### config.mk
export PLATFORM = sky130hd
export DESIGN_NAME = dec_queue
export DESIGN_NICKNAME = d
export VERILOG_FILES = /design/src/dec_pkg.sv /design/src/dec_queue.sv
export SDC_FILE = /design/constraint.sdc
export NUM_CORES = 1
export LEC_CHECK = 0
export BUFFER_PORTS_ARGS = -buffer_cell sky130_fd_sc_hd__clkbuf_2
export CAP_MARGIN = 0
export CORE_ASPECT_RATIO = 0.6
export CORE_MARGIN = 3
export CORE_UTILIZATION = 51
export CTS_BUF_LIST = sky130_fd_sc_hd__clkbuf_8
export CTS_CLUSTER_SIZE = 30
export DETAILED_ROUTE_END_ITERATION = 10
export PLACE_DENSITY = 0.75
export RECOVER_POWER = 50
export SYNTH_ARGS = -nofsm -noshare
export SYNTH_HDL_FRONTEND = slang
export SYNTH_SLANG_ARGS = --single-unit
### constraint.sdc
create_clock -name clk -period 9.65 [get_ports clk]
set_clock_uncertainty 0.15 [all_clocks]
set_input_delay 1.4475 -clock clk [delete_from_list [all_inputs] [get_ports clk]]
set_output_delay 1.4475 -clock clk [all_outputs]
set_load 0.05 [all_outputs]
### src/dec_pkg.sv
package dec_pkg;

  // Fixed-point formats
  localparam int NFRAC = 28;        // unit normal scale, Q2.28; also the shift after weighting
  localparam int WFRAC = 29;        // mass weight scale, carries the factor 2.0
  localparam int QUEUE_DEPTH = 4;

  // Datapath widths
  localparam int VW = 32;           // velocity / position
  localparam int MW = 31;           // mass / diameter / distance magnitude
  localparam int DSQ_W = 2 * MW + 1;
  localparam int ROOT_W = 32;
  localparam int NQ_W = NFRAC + 1;  // |n| <= 2^28
  localparam int WQ_W = WFRAC + 1;  // w <= 2^29
  localparam int N_W = NQ_W + 1;    // signed normal
  localparam int BACK_LAT = 71;     // stages from queue head to last side tap

  // Weight used when both masses are zero
  localparam logic [WQ_W-1:0] W_EQUAL = WQ_W'(1) << (WFRAC - 1);

  typedef struct packed {
    logic signed [VW-1:0] a_pos_x;
    logic signed [VW-1:0] a_pos_y;
    logic signed [VW-1:0] a_vel_x;
    logic signed [VW-1:0] a_vel_y;
    logic [MW-1:0]        a_diameter;
    logic [MW-1:0]        a_mass;
    logic signed [VW-1:0] b_pos_x;
    logic signed [VW-1:0] b_pos_y;
    logic signed [VW-1:0] b_vel_x;
    logic signed [VW-1:0] b_vel_y;
    logic [MW-1:0]        b_diameter;
    logic [MW-1:0]        b_mass;
  } item_t;

  typedef struct packed {
    logic signed [VW-1:0] new_a_vel_x;
    logic signed [VW-1:0] new_a_vel_y;
    logic signed [VW-1:0] new_b_vel_x;
    logic signed [VW-1:0] new_b_vel_y;
    logic                 hit;
  } result_t;

  // Classified pair handed from front to back
  typedef struct packed {
    logic                 hit;
    logic signed [VW-1:0] avx;
    logic signed [VW-1:0] avy;
    logic signed [VW-1:0] bvx;
    logic signed [VW-1:0] bvy;
    logic [MW-1:0]        amass;
    logic [MW-1:0]        bmass;
    logic [VW-1:0]        tot;
    logic                 sdx;
    logic                 sdy;
    logic [MW-1:0]        adx;
    logic [MW-1:0]        ady;
    logic [DSQ_W-1:0]     dsq;
  } pair_t;

  typedef struct packed {
    logic full;
    logic empty;
  } q_stat_t;

endpackage

### src/dec_queue.sv
module dec_queue #(
  parameter int QDEPTH = dec_pkg::QUEUE_DEPTH
) (
  input  logic             clk,
  input  logic             rst,
  input  logic             push,
  input  dec_pkg::pair_t   wdata,
  input  logic             pop,
  output dec_pkg::pair_t   rdata,
  output dec_pkg::q_stat_t q_stat
);

  localparam int AW = $clog2(QDEPTH);
  localparam int CW = $clog2(QDEPTH + 1);

  dec_pkg::pair_t mem [QDEPTH];
  logic [AW-1:0] wr_ptr, rd_ptr;
  logic [CW-1:0] count;

  // Pointers and fill count
  always_ff @(posedge clk) begin
    if (rst) begin
      wr_ptr <= '0;
      rd_ptr <= '0;
      count  <= '0;
    end else begin
      if (push) begin
        wr_ptr <= (wr_ptr == AW'(QDEPTH - 1)) ? '0 : wr_ptr + 1'b1;
      end
      if (pop) begin
        rd_ptr <= (rd_ptr == AW'(QDEPTH - 1)) ? '0 : rd_ptr + 1'b1;
      end
      case ({push, pop})
        2'b10:   count <= count + 1'b1;
        2'b01:   count <= count - 1'b1;
        default: count <= count;
      endcase
    end
  end

  always_ff @(posedge clk) begin
    if (push) begin
      mem[wr_ptr] <= wdata;
    end
  end

  assign rdata = mem[rd_ptr];
  assign q_stat.full  = (count == CW'(QDEPTH));
  assign q_stat.empty = (count == '0);

  a_no_overflow: assert property (@(posedge clk) disable iff (rst) push |-> !q_stat.full)
    else $error("queue push while full");
  a_no_underflow: assert property (@(posedge clk) disable iff (rst) pop |-> !q_stat.empty)
    else $error("queue pop while empty");
  a_count_range: assert property (@(posedge clk) disable iff (rst) count <= CW'(QDEPTH))
    else $error("queue count out of range");

endmodule

==> results.yml, run 1 <==
cts:
  cts_tree: "done"
  cts_root_buf: "clkbuf_8"
  cts_hold_buf: 0
  clk_pin_slew_worst_paths_ns: 0.07
  cts_buffers: 191
  clk_latency_ns: 0.85
  cts.sinks: 1409
  postCtsSetupBuffers: 0
  cts_buffer_depth: 3
  cts_resized: 0
  htree_levels: 4
critical_path:
  setup.worst_path.start_class: "input port"
  slowest_stage: "clkbuf_1"
  path_cells: "clkbuf_1 -> and2_0 -> clkbuf_1 -> buf_12"
  path_class: "input port to register"
  slowest_delay_ns: 2.45
  end_kind: "register"
  cpMostUsedCell: "clkbuf_1"
  arrival_ns: 6.26
  critical-path-top-delay-family: "buffers and inverters"
  required_ns: 9.95
  worst-path-max-fanout: 137
  timing.critical_path.buf_inv: 3
floorplan:
  core_area_um2: 98660
  die-area_um2: 103900
  initial_utilization: 0.5165
  die_h_um: 250.9
  io_pins: 706
  rows: 89
  die_w_um: 414.1
global_routing:
  grt_use_total: 0.2084
  overflow: 0
  grt_pass1_wl_um: 161500
  grt.met1_usage: 0.2772
  antenna_found_initial: 16
  grt_max_degree: 152
  grt_pass1_vias: 24380
  grt_busiest_layer: "met2"
  grt_util_met2: 0.3430
  grt_util_met3: 0.05017
layout:
  fillers: 6867
  area_growth_pct: 15.59
  regArea_um2: 42230
  drive_gt1_frac: 0.3368
  finish.utilization: 0.5971
  fin_area_um2: 58910
  nets: 3075
  layout.cells.non_filler: 4186
  multiInputGateArea_um2: 8124
placement:
  dp_slack_ns: 4.686
  hpwl_um: 67060
  place.port_buffers: 705
  place.gp.congestion: 0.8034
  dp.cells: 3840
  place_area_um2: 55860
yosys:
  synth-seq-cells: 1409
  synth_warnings: 0
  synth_xor_area_frac: 0.0003437
  synthMuxAreaShare: 0.1551
  syn_avg_cell_area_um2: 27.17
  syn_inst: 1876
  yosysTopAreaCellShare: 0.8249
  syn-num-nets: 2237
  async_reset_ff_frac: 0
  synth_edf_count: 1400
  syn_area_um2: 50960
  synth_compound_area_frac: 0.0004910
  synth_fa_ha_area_frac: 0.001866
  synth_ff_type: "edfxtp_1"
  synth_common_cells: "edfxtp_1 (1,400), mux4_2 (350), buf_2 (36), buf_6 (34), dfxtp_1 (9)"
  yosysUniqueCellTypes: 19
  synth_top_cell_by_area: "edfxtp_1"
  yosys.area_share.simple: 0.001645
  yosysMostFrequentCell: "edfxtp_1"
  seq_area_frac_synth: 0.8284
  synth_top_family_by_area: "multiplexers"
  synth.area.top_cells: "edfxtp_1 (82%), mux4_2 (15%), buf_6 (0.75%)"
power:
  total_power_mw: 12.90
  leakagePower_nw: 18.93
  p_per_area_nw_per_um2: 218.9
  vdd_drop_max_mv: 0.1562
status:
  status: "finished with violations"
  violations: "capacitance limit, slew limit"
timing:
  finalHoldViolCount: 0
  min_period_ns: 5.959
  setup_tns_ns: 0
  fin_hold_ws_ns: 0.3778
  slew_violations: 316
  finalSetupViolCount: 0
  fin_crit_sh: 0.6175
  tightest_slew_ns: 4.227
  max_freq_mhz: 167.8
  relSlewSlack: -1.818
  grt_setup_unrepaired: "no"
  setup_slack_ns: 3.691
detailed_routing:
  drc: 0
  drt_iter0_markers: 2195
  post_drt_wl_per_cell_um: 25.76
  via_per_inst: 5.611
  vias: 23490
  ant_nets: 0
  finalWirelength_um: 107800
  dr.pass1.iters: 5
run:
  cap_violations: 5
min_path:
  hold_class: "register to register"
==> power breakdown <==
| part | switching [mW] | internal [mW] | total [mW] |
|---|---|---|---|
| sequential | 0.0679 | 7.00 | 7.07 |
| clock | 2.12 | 2.06 | 4.18 |
| combinational | 1.21 | 0.443 | 1.65 |
| total | 3.40 | 9.50 | 12.9 |
==> worst register-to-register path: cells and delay by family, from the launching register on <==
kind          cells  cell delay, ns
buf+inv           3            3.17
simple gates      1            1.08
fa+ha+maj         1            0.14
flops             1            0.36
==> cells by family (layout without fill, tap and decap cells) <==
group	Yosys count	after routing
flip-flops	1409	1409
multiplexers	352	352
buffers and inverters	85	1062
AND/OR/NAND/NOR	16	16
adder cells (fa/ha/maj)	7	7
AO/OA/AOI/OAI	5	5
XOR/XNOR	2	2
other	0	14
==> area by class of cell <==
cell class | count | share of cell area
Tap cell | 1319 | 0.02801
Antenna cell | 14 | 0.0005947
Clock buffer | 194 | 0.04532
Sequential cell | 1409 | 0.7168
Clock inverter | 138 | 0.01376
Multi-Input combinational cell | 382 | 0.1379
Inverter | 7 | 0.0004460
Timing Repair Buffer | 723 | 0.05715
==> metal layers <==
layer  up-vias  share of wire
met3       180          0.072
met2       964           0.52
met4         6          0.025
li1       9886              -
met5         -        0.00049
met1     12450           0.38
==> registers in the layout, indices dropped and copies added, names as in the netlist, named ones only <==
register,count
count,3
wr_ptr,2
rd_ptr,2
mem,1400
==> cells in the final DEF (no fill, tap or decap), drive strengths merged <==
master	instances
diode	14
nor3	1
fa	1
clkinvlp	11
mux2i	2
ha	6
dfxtp	9
bufinv	7
nor2	7
edfxtp	1400
o21ai	1
xor2	2
and3	1
buf	16
and2	4
or3	1
nor3b	2
clkinv	65
inv	62
a21oi	4
mux4	350
clkbuf	901
==> final timing paths <==
check / cells past startpoint / startpoint / slack, ns / to
max: 4 / push / 3.69 / mem[2][75]$_DFFE_PP_
min reg2reg: 2 / count[2]$_SDFFE_PP0P_ / 0.38 / count[2]$_SDFFE_PP0P_
max reg2reg: 5 / wr_ptr[0]$_SDFFE_PP0P_ / 3.96 / mem[2][75]$_DFFE_PP_
min: 2 / count[2]$_SDFFE_PP0P_ / 0.38 / count[2]$_SDFFE_PP0P_
Note: power is estimated with default switching activity, not from simulation.
==> run 2, diff against run 1 <==
--- a/config.mk
+++ b/config.mk
@@ -5,6 +5,7 @@
 export SDC_FILE = /design/constraint.sdc
 export NUM_CORES = 1
 export LEC_CHECK = 0
+export ABC_AREA = 1
 export BUFFER_PORTS_ARGS = -buffer_cell sky130_fd_sc_hd__clkbuf_2
 export CAP_MARGIN = 0
 export CORE_ASPECT_RATIO = 0.6
@@ -13,7 +14,7 @@
 export CTS_BUF_LIST = sky130_fd_sc_hd__clkbuf_8
 export CTS_CLUSTER_SIZE = 30
 export DETAILED_ROUTE_END_ITERATION = 10
-export PLACE_DENSITY = 0.75
+export PLACE_DENSITY = 0.72
 export RECOVER_POWER = 50
 export SYNTH_ARGS = -nofsm -noshare
 export SYNTH_HDL_FRONTEND = slang
==> constraint.sdc (replaced) <==
create_clock -name clk -period 6.2 [get_ports clk]
set_clock_uncertainty 0.15 [all_clocks]
set_input_delay 0.93 -clock clk [delete_from_list [all_inputs] [get_ports clk]]
set_output_delay 0.93 -clock clk [all_outputs]
set_load 0.05 [all_outputs]
==> results.yml, run 2 <==
status:
  status: "finished with violations"
  violations: "capacitance limit, slew limit"
cts:
  cts_buffer_depth: 3
  cts_buffers: 191
  htree_levels: 4
  cts_tree: "done"
  cts_hold_buf: 16
  postCtsSetupBuffers: 0
  cts_resized: 0
  cts.sinks: 1409
  clk_pin_slew_worst_paths_ns: 0.06
  clk_latency_ns: 0.84
  cts_root_buf: "clkbuf_8"
yosys:
  syn_inst: 3444
  synth_edf_count: 1400
  yosysMostFrequentCell: "edfxtp_1"
  seq_area_frac_synth: 0.8093
  yosysTopAreaCellShare: 0.8058
  syn_avg_cell_area_um2: 15.15
  syn_area_um2: 52170
  synth_top_cell_by_area: "edfxtp_1"
  synth_common_cells: "edfxtp_1 (1,400), nor2_1 (705), o21ai_0 (512), o22ai_1 (350), o21ai_1 (192)"
  synth_warnings: 0
  async_reset_ff_frac: 0
  synth.area.top_cells: "edfxtp_1 (81%), nor2_1 (5.1%), o21ai_0 (4.9%)"
  yosysUniqueCellTypes: 22
  syn-num-nets: 3805
  synth_ff_type: "edfxtp_1"
  synth-seq-cells: 1409
layout:
  drive_gt1_frac: 0.1473
  final_common_cell: "edfxtp_1"
  area_growth_pct: 14.65
  fin_area_um2: 59810
  finish.utilization: 0.5921
  top_regs: "mem x1400, count x3"
  fillers: 7899
  largest_register_ffs: 1400
  layout_common_cells: "edfxtp_1 (1,400), nor2_1 (705), o21ai_0 (512)"
  regMostFlops: "mem"
  nets: 4536
global_routing:
  antenna_found_initial: 23
  grt_pass1_vias: 29490
  grt_pass1_wl_um: 183800
  grt_max_degree: 288
  overflow: 0
  grt_use_total: 0.2270
placement:
  place.gp.congestion: 0.7967
  hpwl_um: 74930
  place.port_buffers: 705
  place_area_um2: 56720
detailed_routing:
  via_per_inst: 5.623
  vias: 31930
  dr.pass1.iters: 5
  highest_layer: "met5"
  drc: 0
  post_drt_wl_per_cell_um: 21.97
  drt_iter0_markers: 2825
  ant_nets: 0
  finalWirelength_um: 124800
  dr_wl_met3_um: 9834
  dr_wl_met2_um: 59340
  drt-met1-wl_um: 51710
floorplan:
  io_pins: 706
  die-area_um2: 106300
  initial_utilization: 0.5165
  rows: 90
  die_h_um: 253.7
  core_area_um2: 101000
  die_w_um: 418.9
min_path:
  hold_class: "input port to register"
critical_path:
  worst-path-max-fanout: 287
  arrival_ns: 4.41
  end_kind: "output pin"
  setup.worst_path.start_class: "register"
  required_ns: 5.12
  path_class: "register to output pin"
timing:
  finalSetupViolCount: 0
  max_freq_mhz: 182.2
  grt_setup_unrepaired: "no"
  min_period_ns: 5.488
  finalHoldViolCount: 0
  slew_violations: 218
  relSlewSlack: -1.193
  fin_crit_sh: 0.8852
  tightest_slew_ns: 3.289
power:
  leakagePower_nw: 20.08
  vdd_drop_max_mv: 0.2582
  p_per_area_nw_per_um2: 341.1
run:
  cap_violations: 5
-- run 2: kinds of logic (layout without fill, tap and decap cells) --
group                    Yosys count  after routing  share of synthesized area
flip-flops                      1409           1409                     0.8093
AO/OA/AOI/OAI                   1059           1059                     0.1100
AND/OR/NAND/NOR                  719            719                    0.05190
buffers and inverters            250           1130                    0.02703
adder cells (fa/ha/maj)            7              7                   0.001823
other                              0             21                          0
-- run 2: worst paths after layout --
check	startpoint	end	slack, ns	cells after the start
max	register	rdata[145]	0.71	5
min	rst	register	0.16	2
max reg2reg	wr_ptr[0]$_SDFFE_PP0P_	mem[0][226]$_DFFE_PP_	1.33	6
min reg2reg	rd_ptr[1]$_SDFFE_PP0P_	register	0.40	2
-- run 2: metal layers --
metal / GRT usage / vias up
met5: 0 / -
met4: 0.09005 / 14
met3: 0.05729 / 234
met2: 0.3505 / 1209
met1: 0.3131 / 15860
li1: - / 14620
-- run 2: layout make-up --
cell class	count	area (µm²)	area share
clock inverters	146	665.6	0.01113
well taps	1334	1669	0.02791
clock buffers	196	2698	0.04510
repair buffers	770	3787	0.06332
multi-input cells	1785	8606	0.1439
flip-flops and latches	1409	42230	0.7060
inverters	18	106.4	0.001778
diodes	21	52.55	0.0008786
-- run 2: report_power, final --
group	switching [mW]	total, mW	leakage (nW)	internal, mW
logic	2.48	3.08	5.17	0.596
clock network	3.33	6.32	1.97	2.98
registers	0.0981	11.0	12.9	10.9
total	5.92	20.4	20.1	14.5
-- run 2: critical path, stage by stage (launching register included) --
cell and delay [ns]:
dfxtp_4 0.86, clkinv_16 0.60, buf_12 0.63, o21ai_0 0.30, o22ai_1 0.17, clkbuf_2 0.28
-- run 2: per-stage QoR --
step | setup TNS, ns | std cells | hold slack, ns | total power [mW] | worst slack, ns
floorplan | -775.87 | 3444 | 0.3397 | 13.42 | -0.5554
global placement | 0 | 5300 | 0.3690 | 14.26 | 2.117
detailed placement | 0 | 5300 | 0.3737 | 14.30 | 2.078
CTS | 0 | 5658 | 0.00006117 | 20.58 | 1.076
global route | 0 | 5670 | 0.09218 | 21.16 | 0.6778
finish | 0 | 5679 | 0.1619 | 20.40 | 0.7120
